### config.mk
export PLATFORM = sky130hd
export DESIGN_NAME = leap_and_shift_rank_proposal
export DESIGN_NICKNAME = d
export VERILOG_FILES = /design/src/hdl/lsrp_pkg.sv /design/src/hdl/lsrp_front.sv /design/src/hdl/lsrp_back.sv /design/src/hdl/leap_and_shift_rank_proposal.sv
export SDC_FILE = /design/constraint.sdc
export NUM_CORES = 2
export LEC_CHECK = 0
export ABC_AREA = 1
export BUFFER_PORTS_ARGS = -buffer_cell sky130_fd_sc_hd__buf_2
export CORE_UTILIZATION = 35
export CTS_BUF_LIST = sky130_fd_sc_hd__clkbuf_8
export DETAILED_ROUTE_END_ITERATION = 10
export PLACE_DENSITY_LB_ADDON = 0.1
export SLEW_MARGIN = 20
export SYNTH_ARGS = -nofsm -noshare
export SYNTH_HDL_FRONTEND = slang
export SYNTH_SLANG_ARGS = --single-unit
### constraint.sdc
create_clock -name clk -period 9.65 [get_ports clk]
set_input_delay 0.4825 -clock clk [delete_from_list [all_inputs] [get_ports clk]]
set_output_delay 0.4825 -clock clk [all_outputs]
set_load 0.02 [all_outputs]
### src/hdl/lsrp_pkg.sv
// ----------------------------------------------------------------------------
// lsrp_pkg
// Shared types, codes and helpers of the leap-and-shift rank proposal block.
// ----------------------------------------------------------------------------
package lsrp_pkg;

  localparam int MAX_ITEMS_DEF = 64;

  localparam logic [1:0] OP_LOAD    = 2'd0;
  localparam logic [1:0] OP_PROPOSE = 2'd1;
  localparam logic [1:0] OP_COMMIT  = 2'd2;
  localparam logic [1:0] OP_UNUSED  = 2'd3;

  localparam logic [1:0] ST_OK      = 2'd0;
  localparam logic [1:0] ST_BADPICK = 2'd1;
  localparam logic [1:0] ST_NOPEND  = 2'd2;

  localparam logic REG_ITEM_COUNT = 1'b0;
  localparam logic REG_LEAP_SIZE  = 1'b1;

  typedef enum logic [1:0] {
    K_LOAD,
    K_PROP,
    K_COMMIT
  } kind_t;

  typedef struct packed {
    logic [1:0] op;
    logic [5:0] item;
    logic [6:0] rank_value;
    logic [6:0] pick;
  } in_t;

  typedef struct packed {
    logic [5:0] out_item;
    logic [6:0] new_rank;
    logic       last;
    logic [6:0] support_forward;
    logic [6:0] support_backward;
    logic       adjacent;
    logic [1:0] status;
  } out_t;

  typedef struct packed {
    kind_t      kind;
    logic [5:0] item;
    logic [6:0] rank_value;
    logic [6:0] pick;
  } cmd_t;

  typedef struct packed {
    logic valid;
    cmd_t cmd;
  } head_t;

  function automatic logic [6:0] min7(input logic [6:0] a, input logic [6:0] b);
    return (a < b) ? a : b;
  endfunction

endpackage

### src/hdl/lsrp_front.sv
// ----------------------------------------------------------------------------
// lsrp_front
// Accepts requests, classifies them and queues them for the execution unit.
// ----------------------------------------------------------------------------
module lsrp_front import lsrp_pkg::*; #(
  parameter int MAX_ITEMS = MAX_ITEMS_DEF
) (
  input  logic  clk,
  input  logic  rst_n,
  input  logic  start,
  output logic  busy,
  input  in_t   in_cmd,
  input  logic  pop,
  output head_t head
);

  localparam logic [6:0] MaxRank = 7'(MAX_ITEMS);

  cmd_t       q_r [2];
  logic       wp_r, rp_r;
  logic [1:0] cnt_r;
  logic       keep;
  logic       push;
  cmd_t       cls;

  always_comb begin
    cls.item       = in_cmd.item;
    cls.rank_value = in_cmd.rank_value;
    cls.pick       = in_cmd.pick;
    cls.kind       = K_LOAD;
    keep           = 1'b0;
    unique case (in_cmd.op)
      OP_LOAD: begin
        cls.kind = K_LOAD;
        keep = ({1'b0, in_cmd.item} < MaxRank) && (in_cmd.rank_value != 7'd0) &&
               (in_cmd.rank_value <= MaxRank);
      end
      OP_PROPOSE: begin
        cls.kind = K_PROP;
        keep = 1'b1;
      end
      OP_COMMIT: begin
        cls.kind = K_COMMIT;
        keep = 1'b1;
      end
      default: keep = 1'b0;
    endcase
  end

  assign busy       = (cnt_r == 2'd2);
  assign push       = start && !busy && keep;
  assign head.valid = (cnt_r != 2'd0);
  assign head.cmd   = q_r[rp_r];

  always_ff @(posedge clk) begin
    if (push) begin
      q_r[wp_r] <= cls;
    end
  end

  always_ff @(posedge clk) begin
    if (!rst_n) begin
      wp_r  <= 1'b0;
      rp_r  <= 1'b0;
      cnt_r <= 2'd0;
    end else begin
      if (push) begin
        wp_r <= ~wp_r;
      end
      if (pop) begin
        rp_r <= ~rp_r;
      end
      cnt_r <= cnt_r + {1'b0, push} - {1'b0, pop};
    end
  end

endmodule

### src/hdl/lsrp_back.sv
// ----------------------------------------------------------------------------
// lsrp_back
// Executes queued requests against the rank tables and emits the results.
// ----------------------------------------------------------------------------
module lsrp_back import lsrp_pkg::*; #(
  parameter int MAX_ITEMS = MAX_ITEMS_DEF
) (
  input  logic       clk,
  input  logic       rst_n,
  input  head_t      head,
  output logic       pop,
  input  logic [6:0] item_count,
  input  logic [5:0] leap_span,
  output logic       out_valid,
  output out_t       out_res
);

  localparam int         AW      = $clog2(MAX_ITEMS);
  localparam logic [6:0] MaxRank = 7'(MAX_ITEMS);

  typedef enum logic [2:0] {S_IDLE, S_PRD, S_PSB, S_SHIFT, S_CLOOP, S_CFIN} state_t;

  logic [6:0] roi [MAX_ITEMS];
  logic [5:0] iar [MAX_ITEMS];
  logic [6:0] roi_q;
  logic [5:0] iar_q;

  state_t     st_r;
  cmd_t       cmd_r;
  logic [6:0] r_r, nr_r, sf_r, sb_r, pos_r;
  logic       up_r, adj_r;
  logic [5:0] pend_item_r;
  logic [6:0] pend_old_r, pend_new_r;
  logic       pend_v_r;
  out_t       out_r;
  logic       out_v_r;

  logic [6:0] n_eff, lw;
  logic [6:0] lowc, sf, nr, sb, moved, rd_pos, st_pos;
  logic       r_ok, up_c, up_p;
  logic [AW-1:0] roi_ra, iar_ra, roi_wa, iar_wa;
  logic [6:0] roi_wd;
  logic [5:0] iar_wd;
  logic       roi_we, iar_we;

  assign n_eff = (item_count > MaxRank) ? MaxRank : item_count;
  assign lw    = {1'b0, leap_span};
  assign pop   = (st_r == S_IDLE) && head.valid;

  always_comb begin
    r_ok = (roi_q != 7'd0) && (roi_q <= n_eff);
    lowc = min7(roi_q - 7'd1, lw);
    sf   = lowc + min7(n_eff - roi_q, lw);
    nr   = (cmd_r.pick < lowc) ? roi_q - lowc + cmd_r.pick
                               : roi_q + 7'd1 + cmd_r.pick - lowc;
    sb   = min7(nr_r - 7'd1, lw) + min7(n_eff - nr_r, lw);
    up_c = nr_r > r_r;
    up_p = pend_new_r > pend_old_r;
    moved = up_r ? pos_r - 7'd1 : pos_r + 7'd1;
    st_pos = up_r ? pos_r + 7'd1 : pos_r - 7'd1;
    priority case (st_r)
      S_IDLE:  rd_pos = up_p ? pend_old_r + 7'd1 : pend_old_r - 7'd1;
      S_PSB:   rd_pos = up_c ? r_r + 7'd1 : r_r - 7'd1;
      default: rd_pos = st_pos;
    endcase
  end

  always_comb begin
    roi_ra = head.cmd.item[AW-1:0];
    iar_ra = AW'(rd_pos - 7'd1);
    roi_we = 1'b0;
    iar_we = 1'b0;
    roi_wa = head.cmd.item[AW-1:0];
    iar_wa = AW'(head.cmd.rank_value - 7'd1);
    roi_wd = head.cmd.rank_value;
    iar_wd = head.cmd.item;
    priority case (st_r)
      S_IDLE: begin
        roi_we = pop && (head.cmd.kind == K_LOAD);
        iar_we = roi_we;
      end
      S_CLOOP: begin
        roi_we = 1'b1;
        iar_we = 1'b1;
        roi_wa = iar_q[AW-1:0];
        iar_wa = AW'(moved - 7'd1);
        roi_wd = moved;
        iar_wd = iar_q;
      end
      S_CFIN: begin
        roi_we = 1'b1;
        iar_we = 1'b1;
        roi_wa = pend_item_r[AW-1:0];
        iar_wa = AW'(pend_new_r - 7'd1);
        roi_wd = pend_new_r;
        iar_wd = pend_item_r;
      end
      default: begin
        roi_we = 1'b0;
        iar_we = 1'b0;
      end
    endcase
  end

  always_ff @(posedge clk) begin
    if (roi_we) begin
      roi[roi_wa] <= roi_wd;
    end
    if (iar_we) begin
      iar[iar_wa] <= iar_wd;
    end
    roi_q <= roi[roi_ra];
    iar_q <= iar[iar_ra];
  end

  always_ff @(posedge clk) begin
    if (!rst_n) begin
      st_r        <= S_IDLE;
      pend_v_r    <= 1'b0;
      pend_item_r <= 6'd0;
      pend_old_r  <= 7'd1;
      pend_new_r  <= 7'd1;
      out_v_r     <= 1'b0;
    end else begin
      out_v_r <= 1'b0;
      unique case (st_r)
        S_IDLE: begin
          if (pop) begin
            cmd_r <= head.cmd;
            unique case (head.cmd.kind)
              K_LOAD: pend_v_r <= 1'b0;
              K_PROP: begin
                if ({1'b0, head.cmd.item} >= n_eff) begin
                  pend_v_r <= 1'b0;
                  out_v_r  <= 1'b1;
                  out_r    <= '{head.cmd.item, 7'd0, 1'b1, 7'd0, 7'd0, 1'b0, ST_BADPICK};
                end else begin
                  st_r <= S_PRD;
                end
              end
              K_COMMIT: begin
                if (!pend_v_r) begin
                  out_v_r <= 1'b1;
                  out_r   <= '{6'd0, 7'd0, 1'b1, 7'd0, 7'd0, 1'b0, ST_NOPEND};
                end else begin
                  up_r  <= up_p;
                  pos_r <= rd_pos;
                  st_r  <= S_CLOOP;
                end
              end
              default: st_r <= S_IDLE;
            endcase
          end
        end
        S_PRD: begin
          r_r  <= roi_q;
          nr_r <= nr;
          sf_r <= sf;
          if (!r_ok) begin
            pend_v_r <= 1'b0;
            out_v_r  <= 1'b1;
            out_r    <= '{cmd_r.item, roi_q, 1'b1, 7'd0, 7'd0, 1'b0, ST_BADPICK};
            st_r     <= S_IDLE;
          end else if (cmd_r.pick >= sf) begin
            pend_v_r <= 1'b0;
            out_v_r  <= 1'b1;
            out_r    <= '{cmd_r.item, roi_q, 1'b1, sf, 7'd0, 1'b0, ST_BADPICK};
            st_r     <= S_IDLE;
          end else begin
            st_r <= S_PSB;
          end
        end
        S_PSB: begin
          sb_r        <= sb;
          up_r        <= up_c;
          adj_r       <= (rd_pos == nr_r);
          pos_r       <= rd_pos;
          pend_item_r <= cmd_r.item;
          pend_old_r  <= r_r;
          pend_new_r  <= nr_r;
          pend_v_r    <= 1'b1;
          out_v_r     <= 1'b1;
          out_r       <= '{cmd_r.item, nr_r, (nr_r == r_r), sf_r, sb,
                           (rd_pos == nr_r), ST_OK};
          st_r        <= S_SHIFT;
        end
        S_SHIFT: begin
          out_v_r <= 1'b1;
          out_r   <= '{iar_q, moved, (pos_r == nr_r), sf_r, sb_r, adj_r, ST_OK};
          if (pos_r == nr_r) begin
            st_r <= S_IDLE;
          end else begin
            pos_r <= st_pos;
          end
        end
        S_CLOOP: begin
          if (pos_r == pend_new_r) begin
            st_r <= S_CFIN;
          end else begin
            pos_r <= st_pos;
          end
        end
        S_CFIN: begin
          pend_v_r <= 1'b0;
          out_v_r  <= 1'b1;
          out_r    <= '{pend_item_r, pend_new_r, 1'b1, 7'd0, 7'd0, 1'b0, ST_OK};
          st_r     <= S_IDLE;
        end
        default: st_r <= S_IDLE;
      endcase
    end
  end

  assign out_valid = out_v_r;
  assign out_res   = out_r;

`ifndef SYNTHESIS
  a_nopend: assert property (@(posedge clk) disable iff (!rst_n)
    out_v_r && (out_r.status == ST_NOPEND) |-> !pend_v_r)
    else $error("empty-commit result while a proposal is pending");
  a_shift_pos: assert property (@(posedge clk) disable iff (!rst_n)
    (st_r == S_SHIFT) |-> (pos_r != r_r))
    else $error("shift walk reached the old rank");
  a_pend_set: assert property (@(posedge clk) disable iff (!rst_n)
    $rose(pend_v_r) |-> ($past(st_r) == S_PSB))
    else $error("proposal recorded outside the support stage");
`endif

endmodule

### src/hdl/leap_and_shift_rank_proposal.sv
// ----------------------------------------------------------------------------
// leap_and_shift_rank_proposal
// A load is written to the rank tables when the back end pops it. A proposal
// reads the old rank in S_PRD, registers its first result in S_PSB and then one
// result per cycle in S_SHIFT, |new-old|+1 in all; a commit moves the shifted
// entries in S_CLOOP and answers from S_CFIN; a rejected request is answered
// from idle or S_PRD. The back end pops only when idle; busy is high while the
// two-request queue is full. Results are not stallable. Synchronous active-low
// reset clears the queue, pending proposal and control registers, not the tables.
// ----------------------------------------------------------------------------
module leap_and_shift_rank_proposal import lsrp_pkg::*; #(
  parameter int MAX_ITEMS = MAX_ITEMS_DEF
) (
  input  logic       clk,
  input  logic       rst_n,
  input  logic       start,
  output logic       busy,
  input  in_t        in_cmd,
  output logic       out_valid,
  output out_t       out_res,
  input  logic       cfg_valid,
  output logic       cfg_ready,
  input  logic       cfg_index,
  input  logic [6:0] cfg_data
);

  logic [6:0] item_count_r;
  logic [5:0] leap_span_r;
  head_t      head;
  logic       pop;

  assign cfg_ready = 1'b1;

  always_ff @(posedge clk) begin
    if (!rst_n) begin
      item_count_r <= 7'd64;
      leap_span_r  <= 6'd1;
    end else if (cfg_valid) begin
      unique case (cfg_index)
        REG_ITEM_COUNT: item_count_r <= cfg_data;
        REG_LEAP_SIZE:  leap_span_r  <= cfg_data[5:0];
        default:        item_count_r <= item_count_r;
      endcase
    end
  end

  lsrp_front #(.MAX_ITEMS(MAX_ITEMS)) u_front (
    .clk    (clk),
    .rst_n  (rst_n),
    .start  (start),
    .busy   (busy),
    .in_cmd (in_cmd),
    .pop    (pop),
    .head   (head)
  );

  lsrp_back #(.MAX_ITEMS(MAX_ITEMS)) u_back (
    .clk        (clk),
    .rst_n      (rst_n),
    .head       (head),
    .pop        (pop),
    .item_count (item_count_r),
    .leap_span  (leap_span_r),
    .out_valid  (out_valid),
    .out_res    (out_res)
  );

endmodule

======== Yosys cells after proc, flatten, opt, wreduce, memory -nomap -nowiden ========
Memories as Yosys holds them, arrays and structs flattened. A register that Yosys moved wholly into a read port is not among the register bits.
Cells that the tools add are included.
operators by class
  add/sub/neg operators ................... 23
  order comparisons ....................... 12
  eq/ne operators ......................... 29
  multiplexer cells ....................... 62
  bitwise logic cells ..................... 3
  reductions and logical operators ........ 30
operators by type and width
  operator                                                            number
  31-bit two-way mux                                                  5
  31-bit one-hot mux with 5 select lines                              1
  7-bit two-way mux                                                   15
  31-bit one-hot mux with 2 select lines                              1
  7-bit by 1-bit subtractor with 7-bit output, second input constant  5
  7-bit by 1-bit adder with 7-bit output, second input constant       4
  7-bit adder                                                         4
  7-bit equality test                                                 4
  7-bit by 6-bit less-than comparator with 1-bit output               4
  7-bit one-hot mux with 2 select lines                               2
  7-bit one-hot mux with 4 select lines                               1
  7-bit subtractor                                                    4
  6-bit one-hot mux with 2 select lines                               2
  6-bit by 1-bit subtractor with 6-bit output, second input constant  4
  1-bit two-way mux                                                   18
  3-bit two-way mux                                                   6
  3-bit != test, second input constant                                6
  3-bit one-hot mux with 5 select lines                               1
  7-bit > comparator                                                  2
  7-bit AND reduction                                                 2
  7-bit nonzero test                                                  2
  1-bit one-hot mux with 2 select lines                               5
  5-bit AND reduction                                                 2
  3-bit one-hot mux with 3 select lines                               1
  33 further kinds                                                    58
storage, ports and cells
  register bits ........................... 123
  RAM bits ................................ 876
  input port bits ......................... 34
  output and inout bits ................... 34
  logic and storage cells ................. 189
  memories ................................ 3
memory list
  name         words  bits a word  rd ports  clocked after memory_dff  write ports  line              source
  u_back.roi   64     7            1         1                         1            lsrp_back.sv:23   logic [6:0] roi [MAX_ITEMS];
  u_back.iar   64     6            1         1                         1            lsrp_back.sv:24   logic [5:0] iar [MAX_ITEMS];
  u_front.q_r  2      22           1         1                         1            lsrp_front.sv:19  cmd_t q_r [2];

======== Depth between registers and ports, before layout ========
  depth after elaboration ................. 10
  gate-level depth with buffers ........... 40
  gate-level depth less buffers ........... 39

======== Modules after synthesis ========
Synthesis repeated with hierarchy kept, for this count alone.
unflattened totals
  cell total of the unflattened synthesis .. 4377
  area total of the unflattened synthesis .. 46347.0 sq um
by module, submodules not included
  module                        instances  cells each  area each (sq um)
  lsrp_back                     1          4181        43864.6
  lsrp_front                    1          123         1960.6
  leap_and_shift_rank_proposal  1          73          521.8

======== Worst setup path before layout ========
Ideal clock, no wire load.
  path type ............................... register to register
  start point ............................. reg item_count_r[6]
  end point ............................... reg u_back.out_r, in the netlist u_back.out_res[0] (enable)
  library setup time ...................... 0.458 ns
  arrival time ............................ 6.414 ns
  setup slack ............................. 2.778 ns
  cell stages (with the launch flop) ...... 34
  period minus slack after synthesis ...... 6.872 ns
  cell sequence ........................... dfxtp_1 > nor2_1 > inv_1 > ha_1 > inv_1 > fa_1 > ha_1 > a21o_1 > a21oi_1 > nor2_1 > nor2_1 > nor2_1 > o21ai_0 > o211ai_1 > clkbuf_1 > nand2_1 > o21ai_0 > ha_1 > fa_1 > xor2_1 > inv_1 > ha_1 > nand2_1 > nand2_1 > nand2_1 > nand2_1 > nand2_1 > nand2_1 > nand2_1 > nand2_1 > nand2_1 > nand3_1 > nand2_1 > nor3_1
between the ends
  longest elaborated chain between the ends .. 9
  elaborated cells between the ends (all ways) .. 13
  classes of those cells .................. add/sub (2); order compare (5); eq/ne (2); mux (2); reduce/logical (2)
RTL lines
  what                                                   line                                source
  from (decl)                                            leap_and_shift_rank_proposal.sv:27  logic [6:0] item_count_r;
  from (signal assigned)                                 leap_and_shift_rank_proposal.sv:40  REG_ITEM_COUNT: item_count_r <= cfg_data;
  from (signal assigned)                                 leap_and_shift_rank_proposal.sv:42  default: item_count_r <= item_count_r;
  7-bit > comparator                                     lsrp_back.sv:46                     assign n_eff = (item_count > MaxRank) ? MaxRank : item_count;
  7-bit two-way mux (*)                                  lsrp_back.sv:46
  7-bit subtractor (*)                                   lsrp_back.sv:53                     sf = lowc + min7(n_eff - roi_q, lw);
  7-bit by 6-bit less-than comparator with 1-bit output  lsrp_pkg.sv:57                      return (a < b) ? a : b;
  7-bit two-way mux (*)                                  lsrp_pkg.sv:57
  7-bit adder (*)                                        lsrp_back.sv:53
  via u_back.sf[2]                                       lsrp_back.sv:39                     logic [6:0] lowc, sf, nr, sb, moved, rd_pos, st_pos;
  7-bit greater-or-equal comparator (*)                  lsrp_back.sv:164                    end else if (cmd_r.pick >= sf) begin
  3-bit != test (no source line) (*)                     --
  7-bit AND reduction (no source line) (*)               --
  to (signal assigned)                                   lsrp_back.sv:162                    out_r <= '{cmd_r.item, roi_q, 1'b1, 7'd0, 7'd0, 1'b0, ST_BADPICK};
  to (signal assigned)                                   lsrp_back.sv:167                    out_r <= '{cmd_r.item, roi_q, 1'b1, sf, 7'd0, 1'b0, ST_BADPICK};
  to (signal assigned)                                   lsrp_back.sv:183                    out_r <= '{cmd_r.item, nr_r, (nr_r == r_r), sf_r, sb,
  to (decl)                                              lsrp_back.sv:35                     out_t out_r;
The timed path passes the listed nets; every way through them passes the cells marked *.
A chain may end at the register's enable or synchronous reset.

======== Worst setup path after layout ========
  start point ............................. reg u_back.roi_q[2], read port of u_back.roi
  end point ............................... reg u_back.out_r, in the netlist u_back.out_res[8] (enable)
between the ends
  longest elaborated chain between the ends .. 7
  elaborated cells between the ends (all ways) .. 13
  classes of those cells .................. add/sub (3); order compare (4); eq/ne (1); mux (2); reduce/logical (3)
RTL lines
  what                                                                                    line                              source
  from (decl)                                                                             lsrp_back.sv:25                   logic [6:0] roi_q;
  7-bit by 1-bit subtractor with 7-bit output / 7-bit subtractor (equally long branches)  lsrp_back.sv:52, lsrp_back.sv:53
  7-bit by 6-bit less-than comparator with 1-bit output                                   lsrp_pkg.sv:57
  7-bit two-way mux                                                                       lsrp_pkg.sv:57
  7-bit adder (*)                                                                         lsrp_back.sv:53
  via u_back.sf[2]                                                                        lsrp_back.sv:39
  7-bit greater-or-equal comparator (*)                                                   lsrp_back.sv:164
  3-bit != test (no source line) (*)                                                      --
  7-bit AND reduction (no source line) (*)                                                --
Marked as above.

==> impl_metrics.py <==
metrics = {
    "synthesis": {
        "seq_area_frac_synth_pct": 64.8,
        "yosysTopAreaCell": "edfxtp_1",
        "yosysTopAreaCellShare_pct": 62.4,
        "synth_seq_cells": 1013,
        "synth_cell_types": 62,
        "ys.flop_type": "edfxtp_1",
        "synthTopCellsByCount": "957 x edfxtp_1, 719 x nand2_1, 575 x nor2_1",
        "async_flop_share_pct": 0,
        "yosysMostFrequentCell": "edfxtp_1",
        "netlist_instances": 4211,
        "ys_warn_count": 0,
        "synth_area_leaders": "edfxtp_1 62%, nand2_1 5.9%, nor2_1 4.7%, o21ai_0 4.4%, ha_1 3.1%",
        "synth_area_um2": 46000,
        "synth_edf_count": 957,
        "avgSynthCellArea_um2": 10.9,
    },
    "clock_network": {
        "clockBufferDepth": 3,
        "postCtsSetupRepairBufs": 0,
        "cts-resized-gates": 0,
        "cts.clk_slew.worst_paths_ps": 60,
        "numCtsBuffers": 181,
        "htree_levels": 4,
        "clock_latency_ps": 900,
        "root_buffer": "clkbuf_8",
        "clkSinkCount": 1013,
        "cts_tree": "built",
    },
    "global_routing": {
        "grt_util_all_layers_pct": 20.2,
        "grt_pass1_vias": 30949,
        "antenna_found_initial": 6,
        "grt_max_degree": 182,
        "grt_pass1_wl_um": 200000,
        "overflow": 0,
    },
    "run": {
        "max_cap_viol_count": 0,
    },
    "worst_setup_path": {
        "path_common_cell": "nand2_1",
        "reg2reg_setup_slack_ps": 3790,
        "max_stage_delay_ps": 640,
        "crit_path_end_kind": "register",
        "cp.arrival_ps": 6400,
        "path_class": "register to register",
        "critPathLaunchType": "register",
        "cp_data_required_time_ps": 10190,
        "critPathMaxFanout": 17,
        "critical-path-top-delay-family": "adder cells",
        "slowest_stage": "dfxtp_1",
        "critPathBufInv": 5,
    },
    "floorplan": {
        "design.core.area_um2": 130000,
        "start_util_pct": 35.4,
        "boundaryPins": 68,
        "num_rows": 132,
        "die_height_um": 365,
        "die_w_um": 365,
        "die-area_um2": 133000,
    },
    "place": {
        "place_congestion": 0.844,
        "post-dp-hpwl_um": 80700,
        "io_buffers": 66,
    },
    "final_layout": {
        "final_layout_size_suffix_gt1_share_pct": 9.59,
        "area_delta_synth_final_pct": 12.3,
        "n_fill_cell": 12817,
        "nNetsFinal": 4504,
    },
    "sta": {
        "hold_violations": 0,
        "fin_tns_setup_ps": 0,
        "slew-limit-headroom_pct": 29.6,
        "fin_skew_ps": 61.6,
        "period_minus_slack_ps": 5860,
        "rsz0062_at_grt": "no",
        "fin_crit_sh_pct": 60.7,
        "max_clock_freq_ghz": 0.171,
        "drv_slew": 0,
        "finalSetupViolations": 0,
        "worst_pin_slew_ps": 1060,
    },
    "status": {
        "status": "finished clean",
    },
    "detailed_routing": {
        "drt.antenna.violating_nets": 0,
        "vias": 31433,
        "drtPass1Iterations": 6,
        "wl_um": 134000,
        "viasPerCell": 5.05,
        "wire_per_inst_um": 21.6,
        "first_iter_violations": 2532,
        "drc": 0,
    },
    "min_path": {
        "hold_path.class": "input port to register",
    },
}
cell usage in the layout (no fill, tap or decap), drive strengths merged, types with 3 or more instances in the layout:
cell type    netlist  final
nand3            154    154
nor4              11     11
o21a               3      3
a22o               9      9
o22ai             26     26
buf               99    121
xor2              47     47
edfxtp           957    957
nand2            735    735
nand3b             7      7
or2               14     14
nor3              11     11
a21oi            196    196
o211ai            95     95
clkinv             4     74
a21o               7      7
clkinvlp           0      3
xnor2             13     13
o2111ai            7      7
ha               114    114
nand4             27     27
clkbuf           108    186
nor2             585    585
dfxtp             56     56
fa                14     14
o21ai            515    515
dlygate4sd3        0     33
inv              329    395
mux2i              6      6
o221ai            46     46
sequential cells by signal, summed over array words and instances (netlist names), 2 cells and up, named ones only:
name	cells
u_back.iar	384
u_back.cmd_r	13
u_back.nr_r	7
u_back.sb_r	7
u_back.iar_q	6
u_front.q_r	44
u_back.roi	448
u_back.sf_r	7
u_back.pend_new_r	7
u_back.roi_q	7
item_count_r	7
u_back.pos_r	7
leap_span_r	6
u_back.st_r	3
u_back.r_r	7
u_back.out_res	31
u_front.cnt_r	2
u_back.pend_old_r	7
u_back.pend_item_r	6
final timing paths:
check        depth (start not counted)                     to                  start
max                                 33      u_back.out_res[8]        u_back.roi_q[2]
max reg2reg                         33      u_back.out_res[8]        u_back.roi_q[2]
min                                  4        item_count_r[5]              cfg_index
min reg2reg                          2  u_back.pend_item_r[5]  u_back.pend_item_r[5]
per-stage QoR:
step,hold slack (ps),utilization [%],area [um2],cells,setup WS (ps)
final,113,39.8,51700,6229,3790
after global routing,112,39.8,51700,6229,3120
after CTS,0.559,39.8,51700,6228,3740
after detailed placement,453,37.0,48100,5868,3800
after global placement,437,37.0,48100,5868,3860
after floorplan,426,-,46000,4212,2780
cell type report:
cell class | instances | area (um2) | share of cell area [%]
inverters | 333 | 1260 | 2.45
multi-input cells | 2659 | 14100 | 27.2
flip-flops and latches | 1013 | 29900 | 57.8
diodes | 1 | 2.50 | 0.00484
clock inverters | 141 | 682 | 1.32
well taps | 1742 | 2180 | 4.22
repair buffers | 154 | 1090 | 2.10
clock buffers | 186 | 2560 | 4.95
layer usage:
metal	vias up	track usage [%]	wire length, um
met1	15311	27.8	61900
met3	220	3.58	6790
met5	-	0	27
met4	4	6.55	3280
li1	15070	-	-
met2	828	32.1	62300
worst reg2reg max path: cells and delay by family (launching register included):
family / cells / cell delay, ps
adders and majority gates: 5 / 1670
and+or+nand+nor: 17 / 1340
buffers and inverters: 5 / 690
AOI/OAI and AO/OA: 4 / 780
xor gates and xnor gates: 2 / 400
DFF: 1 / 640
cell families (layout without fill, tap and decap cells):
| logic type | count (synthesis) | in the layout | synth area share (%) |
|---|---|---|---|
| AO/OA/AOI/OAI | 916 | 916 | 11.2 |
| XOR/XNOR | 60 | 60 | 1.26 |
| adder cells (fa/ha/maj) | 128 | 128 | 3.71 |
| buffers and inverters | 540 | 814 | 4.88 |
| flip-flops | 1013 | 1013 | 64.8 |
| multiplexers | 7 | 7 | 0.155 |
| other | 1 | 3 | 0.00814 |
| AND/OR/NAND/NOR | 1546 | 1546 | 13.9 |
repair_timing:
action,in CTS,in global routing
hold buffers,33,0
hold endpoints to repair,57,0
setup endpoints to repair,0,0
Power is not shown: default switching activity piles up to over one toggle a cycle in this logic, so the estimate is an artifact.
